**src/hw/rtl/bgfp_pkg.sv**
```systemverilog
// Shared types and constants for the binary GNSS frame parser.
// No dependencies; imported by all modules: skid buffer, core, checker, bench.
package bgfp_pkg;

	localparam logic [7:0] SYNC_FIRST  = 8'hB5;
	localparam logic [7:0] SYNC_SECOND = 8'h62;
	localparam logic [7:0] TEXT_START  = 8'h24;
	localparam logic [7:0] TEXT_END    = 8'h0A;

	localparam logic [15:0] MAX_PAYLOAD_RESET = 16'd1024;
	localparam logic [7:0]  MAX_LINE_RESET    = 8'd128;

	// configuration register indexes
	localparam logic CFG_MAX_PAYLOAD = 1'b0;
	localparam logic CFG_MAX_LINE    = 1'b1;

	localparam logic KIND_PAYLOAD = 1'b0;
	localparam logic KIND_REPORT  = 1'b1;

	localparam logic [1:0] STATUS_OK       = 2'd0;
	localparam logic [1:0] STATUS_BAD_CK   = 2'd1;
	localparam logic [1:0] STATUS_TOO_LONG = 2'd2;

	typedef enum logic [9:0] {
		PH_IDLE    = 10'b00_0000_0001,
		PH_LINE    = 10'b00_0000_0010,
		PH_SYNC2   = 10'b00_0000_0100,
		PH_CLASS   = 10'b00_0000_1000,
		PH_ID      = 10'b00_0001_0000,
		PH_LEN_LO  = 10'b00_0010_0000,
		PH_LEN_HI  = 10'b00_0100_0000,
		PH_PAYLOAD = 10'b00_1000_0000,
		PH_CK_A    = 10'b01_0000_0000,
		PH_CK_B    = 10'b10_0000_0000
	} phase_t;

	typedef struct packed {
		logic        kind;
		logic [7:0]  msg_class;
		logic [7:0]  msg_id;
		logic [7:0]  data_byte;
		logic [15:0] byte_index;
		logic [15:0] frame_length;
		logic [1:0]  frame_status;
		logic        last;
	} result_t;

endpackage

```
**src/hw/rtl/bgfp_out_skid.sv**
```systemverilog
// Two-entry output buffer (output register plus skid register) for parser results.
// Depends on bgfp_pkg for result_t.
module bgfp_out_skid (
	input  logic              clk,
	input  logic              arst_n,
	input  logic              push,
	input  bgfp_pkg::result_t push_data,
	output logic              space,
	output logic              out_valid,
	input  logic              out_ready,
	output bgfp_pkg::result_t out_data
);
	import bgfp_pkg::*;

	logic    out_valid_q;
	logic    skid_valid_q;
	result_t out_q;
	result_t skid_q;
	logic    pop;

	assign pop       = out_valid_q && out_ready;
	assign space     = !skid_valid_q;
	assign out_valid = out_valid_q;
	assign out_data  = out_q;

	always_ff @(posedge clk or negedge arst_n) begin
		if (!arst_n) begin
			out_valid_q  <= 1'b0;
			skid_valid_q <= 1'b0;
		end else if (pop) begin
			if (skid_valid_q) begin
				skid_valid_q <= 1'b0;
			end else if (!push) begin
				out_valid_q <= 1'b0;
			end
		end else if (push) begin
			if (out_valid_q) begin
				skid_valid_q <= 1'b1;
			end else begin
				out_valid_q <= 1'b1;
			end
		end
	end

	always_ff @(posedge clk) begin
		if (pop) begin
			if (skid_valid_q) begin
				out_q <= skid_q;
			end else if (push) begin
				out_q <= push_data;
			end
		end else if (push) begin
			if (out_valid_q) begin
				skid_q <= push_data;
			end else begin
				out_q <= push_data;
			end
		end
	end

`ifndef SYNTHESIS
	a_skid_implies_out: assert property (@(posedge clk) disable iff (!arst_n)
		skid_valid_q |-> out_valid_q)
		else $error("skid entry held without a valid output entry");

	a_skid_drains: assert property (@(posedge clk) disable iff (!arst_n)
		(skid_valid_q && out_ready) |=> (out_valid_q && !skid_valid_q))
		else $error("skid entry not moved to output after transfer");

	a_push_has_space: assert property (@(posedge clk) disable iff (!arst_n)
		push |-> space)
		else $error("result pushed into a full buffer");
`endif

endmodule

```
**src/hw/rtl/binary_gnss_frame_parser_core.sv**
```systemverilog
// Top level of the binary GNSS frame parser: phase tracking, Fletcher-8 checksum,
// configuration registers. Depends on bgfp_pkg and bgfp_out_skid.

// The parser takes one serial byte per transfer on rx_byte and can take a new
// byte in every clock cycle: each byte is decoded, checked against the running
// Fletcher-8 sums and folded into the phase state in the cycle of its transfer,
// and any result lands in a two-entry output buffer. Input ready drops only
// while both buffer entries hold results that the consumer has not taken,
// so a stall on the output side stops input after at most one more
// result-producing byte. In idle, '$' starts a text line that is dropped until
// newline or max_line_length characters; 0xB5 0x62 starts a binary frame of
// class, id, little-endian length, payload and two checksum bytes. Every
// payload byte is emitted at once with kind 0 and its index; it is tentative
// until the closing report (kind 1, last 1) gives status ok, bad checksum, or
// too long. A too-long length ends the frame right after the length bytes.
// Registers are written through cfg_we/cfg_index/cfg_data: index 0 is
// max_payload_length (reset 1024), index 1 is max_line_length (reset 128).
// Write them only while the parser is idle.
module binary_gnss_frame_parser_core (
	input  logic        clk,
	input  logic        arst_n,
	input  logic        in_valid,
	output logic        in_ready,
	input  logic [7:0]  rx_byte,
	input  logic        cfg_we,
	input  logic        cfg_index,
	input  logic [15:0] cfg_data,
	output logic        out_valid,
	input  logic        out_ready,
	output logic        kind,
	output logic [7:0]  msg_class,
	output logic [7:0]  msg_id,
	output logic [7:0]  data_byte,
	output logic [15:0] byte_index,
	output logic [15:0] frame_length,
	output logic [1:0]  frame_status,
	output logic        last
);
	import bgfp_pkg::*;

	// configuration
	logic [15:0] max_payload_q;
	logic [7:0]  max_line_q;

	// parse state
	phase_t      phase_q,  phase_d;
	logic [7:0]  line_q,   line_d;
	logic [7:0]  class_q,  class_d;
	logic [7:0]  id_q,     id_d;
	logic [15:0] length_q, length_d;
	logic [15:0] pos_q,    pos_d;
	logic [7:0]  sum_a_q,  sum_a_d;
	logic [7:0]  sum_b_q,  sum_b_d;
	logic [7:0]  ck_a_q,   ck_a_d;

	logic        accept;
	logic        space;
	logic        res_valid;
	result_t     res;
	result_t     out_data;

	logic [7:0]  sum_a_add;
	logic [7:0]  sum_b_add;
	logic [7:0]  line_inc;
	logic [15:0] pos_inc;
	logic [15:0] length_full;

	assign in_ready = space;
	assign accept   = in_valid && in_ready;

	// Fletcher-8 step: B takes the updated A
	assign sum_a_add   = sum_a_q + rx_byte;
	assign sum_b_add   = sum_b_q + sum_a_add;
	assign line_inc    = line_q + 8'd1;
	assign pos_inc     = pos_q + 16'd1;
	assign length_full = {rx_byte, length_q[7:0]};

	always_comb begin
		phase_d   = phase_q;
		line_d    = line_q;
		class_d   = class_q;
		id_d      = id_q;
		length_d  = length_q;
		pos_d     = pos_q;
		sum_a_d   = sum_a_q;
		sum_b_d   = sum_b_q;
		ck_a_d    = ck_a_q;
		res_valid = 1'b0;

		res.kind         = KIND_PAYLOAD;
		res.msg_class    = class_q;
		res.msg_id       = id_q;
		res.data_byte    = 8'd0;
		res.byte_index   = 16'd0;
		res.frame_length = length_q;
		res.frame_status = STATUS_OK;
		res.last         = 1'b0;

		case (phase_q)
			PH_LINE: begin
				if (rx_byte == TEXT_END) begin
					line_d  = 8'd0;
					phase_d = PH_IDLE;
				end else if (line_inc >= max_line_q || line_inc < 8'd2) begin
					line_d  = 8'd0;
					phase_d = PH_IDLE;
				end else begin
					line_d = line_inc;
				end
			end
			PH_SYNC2: begin
				if (rx_byte == SYNC_SECOND) begin
					sum_a_d = 8'd0;
					sum_b_d = 8'd0;
					phase_d = PH_CLASS;
				end else begin
					phase_d = PH_IDLE;
				end
			end
			PH_CLASS: begin
				class_d = rx_byte;
				sum_a_d = sum_a_add;
				sum_b_d = sum_b_add;
				phase_d = PH_ID;
			end
			PH_ID: begin
				id_d    = rx_byte;
				sum_a_d = sum_a_add;
				sum_b_d = sum_b_add;
				phase_d = PH_LEN_LO;
			end
			PH_LEN_LO: begin
				length_d = {8'd0, rx_byte};
				sum_a_d  = sum_a_add;
				sum_b_d  = sum_b_add;
				phase_d  = PH_LEN_HI;
			end
			PH_LEN_HI: begin
				length_d = length_full;
				sum_a_d  = sum_a_add;
				sum_b_d  = sum_b_add;
				pos_d    = 16'd0;
				if (length_full > max_payload_q) begin
					// abandon the frame and report it as too long
					res_valid        = 1'b1;
					res.kind         = KIND_REPORT;
					res.frame_length = length_full;
					res.frame_status = STATUS_TOO_LONG;
					res.last         = 1'b1;
					phase_d          = PH_IDLE;
				end else if (length_full == 16'd0) begin
					phase_d = PH_CK_A;
				end else begin
					phase_d = PH_PAYLOAD;
				end
			end
			PH_PAYLOAD: begin
				res_valid      = 1'b1;
				res.data_byte  = rx_byte;
				res.byte_index = pos_q;
				sum_a_d        = sum_a_add;
				sum_b_d        = sum_b_add;
				pos_d          = pos_inc;
				if (pos_inc >= length_q) begin
					phase_d = PH_CK_A;
				end
			end
			PH_CK_A: begin
				ck_a_d  = rx_byte;
				phase_d = PH_CK_B;
			end
			PH_CK_B: begin
				res_valid        = 1'b1;
				res.kind         = KIND_REPORT;
				res.last         = 1'b1;
				res.frame_status = (ck_a_q == sum_a_q && rx_byte == sum_b_q) ?
					STATUS_OK : STATUS_BAD_CK;
				phase_d          = PH_IDLE;
			end
			default: begin
				// idle and any stray code: look for a line or frame start
				phase_d = PH_IDLE;
				if (rx_byte == TEXT_START) begin
					line_d  = 8'd1;
					phase_d = PH_LINE;
				end else if (rx_byte == SYNC_FIRST) begin
					phase_d = PH_SYNC2;
				end
			end
		endcase
	end

	// advance parse state on each input transfer
	always_ff @(posedge clk or negedge arst_n) begin
		if (!arst_n) begin
			phase_q  <= PH_IDLE;
			line_q   <= 8'd0;
			class_q  <= 8'd0;
			id_q     <= 8'd0;
			length_q <= 16'd0;
			pos_q    <= 16'd0;
			sum_a_q  <= 8'd0;
			sum_b_q  <= 8'd0;
			ck_a_q   <= 8'd0;
		end else if (accept) begin
			phase_q  <= phase_d;
			line_q   <= line_d;
			class_q  <= class_d;
			id_q     <= id_d;
			length_q <= length_d;
			pos_q    <= pos_d;
			sum_a_q  <= sum_a_d;
			sum_b_q  <= sum_b_d;
			ck_a_q   <= ck_a_d;
		end
	end

	// configuration writes are registered and apply from the next byte on
	always_ff @(posedge clk or negedge arst_n) begin
		if (!arst_n) begin
			max_payload_q <= MAX_PAYLOAD_RESET;
			max_line_q    <= MAX_LINE_RESET;
		end else if (cfg_we) begin
			case (cfg_index)
				CFG_MAX_PAYLOAD: max_payload_q <= cfg_data;
				CFG_MAX_LINE:    max_line_q    <= cfg_data[7:0];
				default:         max_payload_q <= max_payload_q;
			endcase
		end
	end

	bgfp_out_skid u_out (
		.clk       (clk),
		.arst_n    (arst_n),
		.push      (accept && res_valid),
		.push_data (res),
		.space     (space),
		.out_valid (out_valid),
		.out_ready (out_ready),
		.out_data  (out_data)
	);

	assign kind         = out_data.kind;
	assign msg_class    = out_data.msg_class;
	assign msg_id       = out_data.msg_id;
	assign data_byte    = out_data.data_byte;
	assign byte_index   = out_data.byte_index;
	assign frame_length = out_data.frame_length;
	assign frame_status = out_data.frame_status;
	assign last         = out_data.last;

`ifndef SYNTHESIS
	a_payload_result: assert property (@(posedge clk) disable iff (!arst_n)
		(accept && phase_q == PH_PAYLOAD) |=> out_valid)
		else $error("payload byte transfer produced no result");

	a_ckb_returns_idle: assert property (@(posedge clk) disable iff (!arst_n)
		(accept && phase_q == PH_CK_B) |=> (phase_q == PH_IDLE && out_valid))
		else $error("checksum byte did not close the frame");

	a_pos_bounded: assert property (@(posedge clk) disable iff (!arst_n)
		(phase_q == PH_PAYLOAD) |-> (pos_q < length_q && length_q <= max_payload_q))
		else $error("payload position out of frame bounds");
`endif

endmodule

```
**config.mk**
```make
export PLATFORM = sky130hd
export DESIGN_NAME = binary_gnss_frame_parser_core
export DESIGN_NICKNAME = d
export VERILOG_FILES = /design/src/hw/rtl/bgfp_pkg.sv /design/src/hw/rtl/bgfp_out_skid.sv /design/src/hw/rtl/binary_gnss_frame_parser_core.sv
export SDC_FILE = /design/constraint.sdc
export NUM_CORES = 1
export LEC_CHECK = 0
export ABC_CLOCK_PERIOD_IN_PS = 8600
export BUFFER_PORTS_ARGS = -buffer_cell sky130_fd_sc_hd__buf_2
export CORE_MARGIN = 5
export CORE_UTILIZATION = 40
export CTS_CLUSTER_SIZE = 30
export DETAILED_ROUTE_END_ITERATION = 10
export GPL_TIMING_DRIVEN = 0
export SLEW_MARGIN = 0
export SYNTH_ARGS = -nofsm -noshare
export SYNTH_HDL_FRONTEND = slang
export SYNTH_SLANG_ARGS = --single-unit
```
**constraint.sdc**
```tcl
create_clock -name clk -period 8.6 [get_ports clk]
set_input_delay 0.86 -clock clk [delete_from_list [all_inputs] [get_ports clk]]
set_output_delay 0.86 -clock clk [all_outputs]
set_load 0.1 [all_outputs]
```
==> results of run 1 <==
[power groups by stage]
stage	Sequential, uW	Clock [uW]	Combinational (uW)
floorplan	1280	0	289
global placement	1290	0	368
detailed placement	1290	0	381
CTS	1270	1200	384
global route	1270	1250	429
finish	1270	1170	380
[sequential cells by signal (all words and copies together) (netlist names)]
register,cells
u_out.skid_valid_q,1
length_q,16
class_q,8
id_q,8
max_payload_q,16
u_out.skid_q,59
u_out.out_valid,1
sum_a_q,8
max_line_q,8
phase_q,10
u_out.out_data,59
pos_q,16
ck_a_q,8
sum_b_q,8
line_q,8
[worst paths after layout]
| kind | startpoint | end | slack, ps | cells after the start |
|---|---|---|---|---|
| worst max-delay path | rx_byte[7] | u_out.skid_q[13] | 4160 | 11 |
| worst min-delay path | arst_n | max_line_q[3] | 270 | 1 |
| worst max register to register | length_q[7] | u_out.skid_q[13] | 4170 | 10 |
| worst min register to register | class_q[2] | u_out.skid_q[53] | 460 | 0 |
| max in group asynchronous | arst_n | phase_q[7] | 7610 | 2 |
| min in group clk | class_q[2] | u_out.skid_q[53] | 460 | 0 |
[cell usage in the layout (no fill, tap or decap), types with 4 or more instances in the layout]
master | synthesis | final
buf_8 | 0 | 4
ha_1 | 56 | 56
o21ai_1 | 8 | 8
dfrtp_1 | 113 | 113
o21ai_0 | 52 | 52
buf_6 | 3 | 7
edfxtp_1 | 118 | 118
nor2b_1 | 10 | 10
clkbuf_1 | 35 | 38
nor4_1 | 9 | 9
a22o_1 | 30 | 30
nand2_1 | 117 | 117
nand2b_1 | 7 | 7
xnor2_1 | 34 | 34
nor2_1 | 34 | 34
a21o_1 | 9 | 9
nor4b_1 | 6 | 6
buf_2 | 5 | 95
clkbuf_16 | 0 | 28
mux2_2 | 84 | 84
clkinv_2 | 0 | 5
nor3_1 | 12 | 12
o211ai_1 | 4 | 4
inv_1 | 55 | 55
or3_1 | 5 | 5
and3_1 | 26 | 26
nand4_1 | 20 | 20
xor2_1 | 18 | 18
a21oi_1 | 26 | 26
o31ai_1 | 4 | 4
nand3_1 | 21 | 21
[logic make-up after synthesis]
group / share of synthesized area
AND/OR/NAND/NOR: 0.127
flip-flops: 0.560
AO/OA/AOI/OAI: 0.0896
buffers and inverters: 0.0351
multiplexers: 0.0844
adder cells (fa/ha/maj): 0.0644
XOR/XNOR: 0.0396
[per-layer routing]
layer	global-route usage	up-vias	routed length [um]	share of wire
met5	0	-	0	0
met2	0.257	170	12200	0.46
met1	0.236	3803	12800	0.48
li1	-	3800	-	-
met4	0.0302	0	387	0.015
met3	0.0249	28	1130	0.043
[final cells by class]
cell class / instances / area (um2)
clock inverter: 16 / 183
fill: 2719 / 15000
multi-input combinational: 642 / 4660
timing repair buffer: 100 / 611
inverter: 55 / 206
clock buffer: 33 / 739
sequential: 234 / 6450
tap: 384 / 480
buffer: 44 / 198
[worst register-to-register path: stages (launching register included)]
cell,delay [ps]
dfrtp_1,460
ha_1,350
nand4_1,150
a2111oi_0,910
o31ai_1,320
o21ai_2,400
o21ai_0,260
nor3b_2,680
buf_6,240
buf_6,180
buf_6,190
[per-stage QoR]
| stage | std cells | util | cell area, um2 |
|---|---|---|---|
| global route | 1508 | 0.474 | 13500 |
| global placement | 1450 | 0.436 | 12400 |
| CTS | 1508 | 0.474 | 13500 |
| floorplan | 975 | - | 11500 |
| detailed placement | 1459 | 0.442 | 12600 |
| finish | 1508 | 0.474 | 13500 |
==> flow_summary.yaml, run 1 <==
route:
  drt_iter0_markers: 465
  drt_wl_total_mm: 26.5
  drtAntennaViolNets: 0
  wire_per_inst_um: 17.6
  via_count: 7801
  avgViaCountPerCell: 5.17
  firstDrtPassIters: 5
  drc_errors: 0
status:
  status: "complete, no violations"
pwr:
  ir_drop_uv: 122
  p_int_uw: 2100
  pwr-share-clk: 0.415
  p_sw_uw: 719
  comb_power_share: 0.135
  p_seq_frac: 0.450
  power.density_mw_per_mm2: 208
  p_sw_frac: 0.255
  p_leak_uw: 0.00586
  p_total_uw: 2820
timing:
  fin_skew_ps: 16.4
  worst_slack_ps: 4160
  finalMaxSlewViolations: 0
  setup_viol: 0
  rsz0062_at_grt: "no"
  slew_headroom: 0.262
  hold-worst-slack_ps: 267
  fin_tns_setup_ps: 0
  max_slew.worst_pin.slew_ps: 1100
  fin_crit_sh: 0.516
  hold_viol_final: 0
  period_minus_slack_ps: 4440
  max_clock_freq_mhz: 225
floorplanning:
  pin_count: 92
  die_h_um: 180
  row_count: 62
  core_area_mm2: 0.0285
  start_util: 0.403
  die-area_mm2: 0.0323
  die_w_um: 180
synth:
  ys_top_cells_by_count: "118 x edfxtp_1, 117 x nand2_1, 113 x dfrtp_1, 84 x mux2_2, 56 x ha_1"
  synth_top_area_cell: "edfxtp_1"
  async_flop_share: 0.496
  synth_edf_count: 118
  synth_most_common_cell: "edfxtp_1"
  yosysSeqAreaShare: 0.560
  syn_area_mm2: 0.0115
  ys.flop_type: "edfxtp_1"
  netlist_top_cells_area: "edfxtp_1 31%, dfrtp_1 25%, mux2_2 8.2%"
  yosys.area.top_type_share: 0.308
  ys_types: 62
  ys_ff_latch: 234
  synth_warnings: 0
  synthesis.instances: 975
  synth.net_count: 1063
  synth.avg_cell_area_um2: 11.8
placement:
  place.gp.congestion: 0.831
  dp_hpwl_mm: 19.0
  dp_worst_setup_slack_ps: 3660
  portBuffers: 91
global_routing:
  antenna_found_initial: 0
  grt_pass1_vias: 7746
  grt_max_degree: 67
  grtUsageTotal: 0.161
  grt_pass1_wl_mm: 42.7
  grt-ovfl-total: 0
cts:
  cts_tree: "built"
  cts_root_buffer: "clkbuf_16"
  clock-sinks: 234
  cts_buffer_depth: 3
  insertion_delay_ps: 540
  cts_buffers: 27
  clk_pin_slew_worst_paths_ps: 60
  ctsResizeCount: 0
  ctsHoldBuffers: 0
  post_cts_buffers: 0
  htreeDepth: 1
worst_setup_path:
  crit_path_frequent_cell: "buf_6"
  path_buf_inv: 4
  end_kind: "flop"
  critPathMaxFanout: 13
  worst_setup_path_start_kind: "primary input"
  path_class: "in2reg"
  crit_arrival_ps: 4680
  crit_path_top_delay_cell: "a2111oi_0"
  path_cells: "buf_2 > ha_1 > nand4_1 > a2111oi_0 > o31ai_1 > o21ai_2 > o21ai_0 > nor3b_2 > buf_6 > buf_6 > buf_6"
  crit_family: "compound AO/OA/AOI/OAI gates"
  critPathRequiredTime_ps: 8850
  cpPeakStageDelay_ps: 840
final_layout:
  n_antenna_cell: 0
  final_nets: 1192
  drive_gt1_frac: 0.227
  syn2layout_area_growth_pct: 17.6
min_path:
  worstHoldPathType: "in2async"
flow_run:
  max_cap_violations: 0
(Power assumes the default switching activity.)
==> inputs of run 2 (changes only) <==
--- a/config.mk
+++ b/config.mk
@@ -5,7 +5,7 @@
 export SDC_FILE = /design/constraint.sdc
 export NUM_CORES = 1
 export LEC_CHECK = 0
-export ABC_CLOCK_PERIOD_IN_PS = 8600
+export ABC_CLOCK_PERIOD_IN_PS = 4000
 export BUFFER_PORTS_ARGS = -buffer_cell sky130_fd_sc_hd__buf_2
 export CORE_MARGIN = 5
 export CORE_UTILIZATION = 40
==> constraint.sdc (replaced) <==
create_clock -name clk -period 4 [get_ports clk]
set_input_delay 0.4 -clock clk [delete_from_list [all_inputs] [get_ports clk]]
set_output_delay 0.4 -clock clk [all_outputs]
set_load 0.1 [all_outputs]
==> run 2 against run 1 <==
Die area unchanged. Wire length decreased by 1.2%. Clock skew decreased by 3.9 ps. Utilization increased by 0.31 points. Highest routed layer unchanged. Non-clock buffer count decreased by 1. Sequential power increased by 110%. Sequential share of layout area decreased by 0.31 points.
==> flow_summary.yaml, run 2 (synthesized netlist as in run 1, its figures left out) <==
final_layout:
  regArea_mm2: 0.00645
  layout.cells.most_common_list: "118 x edfxtp_1, 117 x nand2_1, 113 x dfrtp_1"
  drive_gt1_frac: 0.231
  syn2layout_area_growth_pct: 18.4
  final_nets: 1191
  fill_cells: 2678
  stdcell_count: 1508
  multi_input_area_mm2: 0.00473
  final_common_cell: "edfxtp_1"
  n_antenna_cell: 0
pwr:
  power.density_mw_per_mm2: 449
  ir_drop_uv: 345
  p_leak_uw: 0.00589
placement:
  dp_worst_setup_slack_ps: 125
  place.gp.congestion: 0.845
  dp_cells: 1457
  dp_hpwl_mm: 18.7
  portBuffers: 91
status:
  status: "complete, no violations"
timing:
  max_slew.worst_pin.slew_ps: 1080
  max_clock_freq_mhz: 268
  finalMaxSlewViolations: 0
  slew_headroom: 0.268
  hold_viol_final: 0
  fin_tns_setup_ps: 0
  period_minus_slack_ps: 3730
  worst_slack_ps: 266
  fin_crit_sh: 0.933
  fin_skew_ps: 12.5
  setup_viol: 0
  rsz0062_at_grt: "no"
global_routing:
  grt_use_met1: 0.236
  grt_busiest_layer: "met2"
  grt_max_degree: 88
  grt_pass1_wl_mm: 42.7
  use_met2: 0.257
  antenna_found_initial: 0
  grtUsageTotal: 0.160
  met3_usage: 0.0232
  grt_pass1_vias: 7761
  grt-ovfl-total: 0
floorplanning:
  die-area_mm2: 0.0323
  row_count: 62
  die_w_um: 180
  pin_count: 92
  die_h_um: 180
  core_area_mm2: 0.0285
  start_util: 0.403
cts:
  cts_buffer_depth: 3
  insertion_delay_ps: 530
  cts_tree: "built"
  clk_pin_slew_worst_paths_ps: 60
  post_cts_buffers: 0
  htreeDepth: 1
  clock-sinks: 234
  cts_buffers: 27
  cts_root_buffer: "clkbuf_16"
worst_setup_path:
  startpoint: "pos_q[0]"
  timing.rr.start: "pos_q[0]"
  critPathRequiredTime_ps: 4410
  path_class: "reg2reg"
  rr_worst_depth: 13
  crit_arrival_ps: 4140
  crit_end: "phase_q[1]"
  worst_setup_path_start_kind: "flop"
  reg2reg_to: "phase_q[1]"
  critPathMaxFanout: 9
  rrSetupSlack_ps: 270
  end_kind: "flop"
route:
  drtAntennaViolNets: 0
  via_count: 7755
  avgViaCountPerCell: 5.14
  firstDrtPassIters: 5
  drt_iter0_markers: 483
  wire_per_inst_um: 17.4
  drc_errors: 0
  drt_wl_total_mm: 26.2
flow_run:
  max_cap_violations: 0
min_path:
  worstHoldPathType: "in2reg"
## run 2: cell types whose count changed in the layout (fill, tap and decap cells not counted), moves of 2 or more
cell / delta
buf_6: -3
clkbuf_8: +3
nor4_1: -2
nor4_2: +2
## run 2: final cells by class
class / instances / share of cell area
buffer: 44 / 0.0145
clock buffer: 36 / 0.0558
clock inverter: 14 / 0.0136
inverter: 55 / 0.0152
multi-input combinational: 642 / 0.347
sequential: 234 / 0.474
tap: 384 / 0.0353
timing repair buffer: 99 / 0.0451
## run 2: worst max-delay path, cell delays in order (launching register included)
cell     delay (ps)
dfrtp_1         500
ha_1            290
nand3_1         280
nor4_2          510
and3_1          280
xor2_1          110
ha_1            300
nand4_1         110
nor2_1          190
o41ai_1         110
a31o_2          250
nor2b_1         150
buf_6           170
mux2_2          340
## run 2: power by group
part | internal, uW | switching (uW)
sequential | 2630 | 96.6
combinational | 369 | 447
clock | 1590 | 976
## run 2: worst min-delay path by stage
stage                             from                end  slack (ps)  cells past startpoint
after global placement         id_q[7]   u_out.skid_q[50]         450                      0
after CTS                  cfg_data[8]   max_payload_q[8]          60                      3
after detailed placement        arst_n         sum_b_q[6]         300                      1
final                     cfg_data[13]  max_payload_q[13]          80                      3
after floorplan                 arst_n          ck_a_q[0]         100                      0
after global routing       cfg_data[9]   max_payload_q[9]          80                      3
## run 2: stage by stage
stage | hold WS (ps) | cell area [um2] | total power, uW | utilization
2_1_floorplan | 104 | 11600 | 3370 | -
3_3_place_gp | 451 | 12500 | 3570 | 0.438
3_5_place_dp | 301 | 12700 | 3600 | 0.443
4_1_cts | 61.8 | 13600 | 6190 | 0.477
5_1_grt | 79.6 | 13600 | 6400 | 0.477
6_report | 76.3 | 13600 | 6110 | 0.477
## run 2: repair_timing
action | CTS | global route
endpoints found under the setup margin | 0 | 43
hold buffers | 1 | 0
hold endpoints to repair | 27 | 0
resized for setup | 0 | 2
## run 2: per-layer routing
| layer | vias to the layer above | share of wire |
|---|---|---|
| met4 | 0 | 0.016 |
| met5 | - | 0 |
| met3 | 34 | 0.043 |
| met1 | 3752 | 0.49 |
| li1 | 3802 | - |
| met2 | 167 | 0.45 |
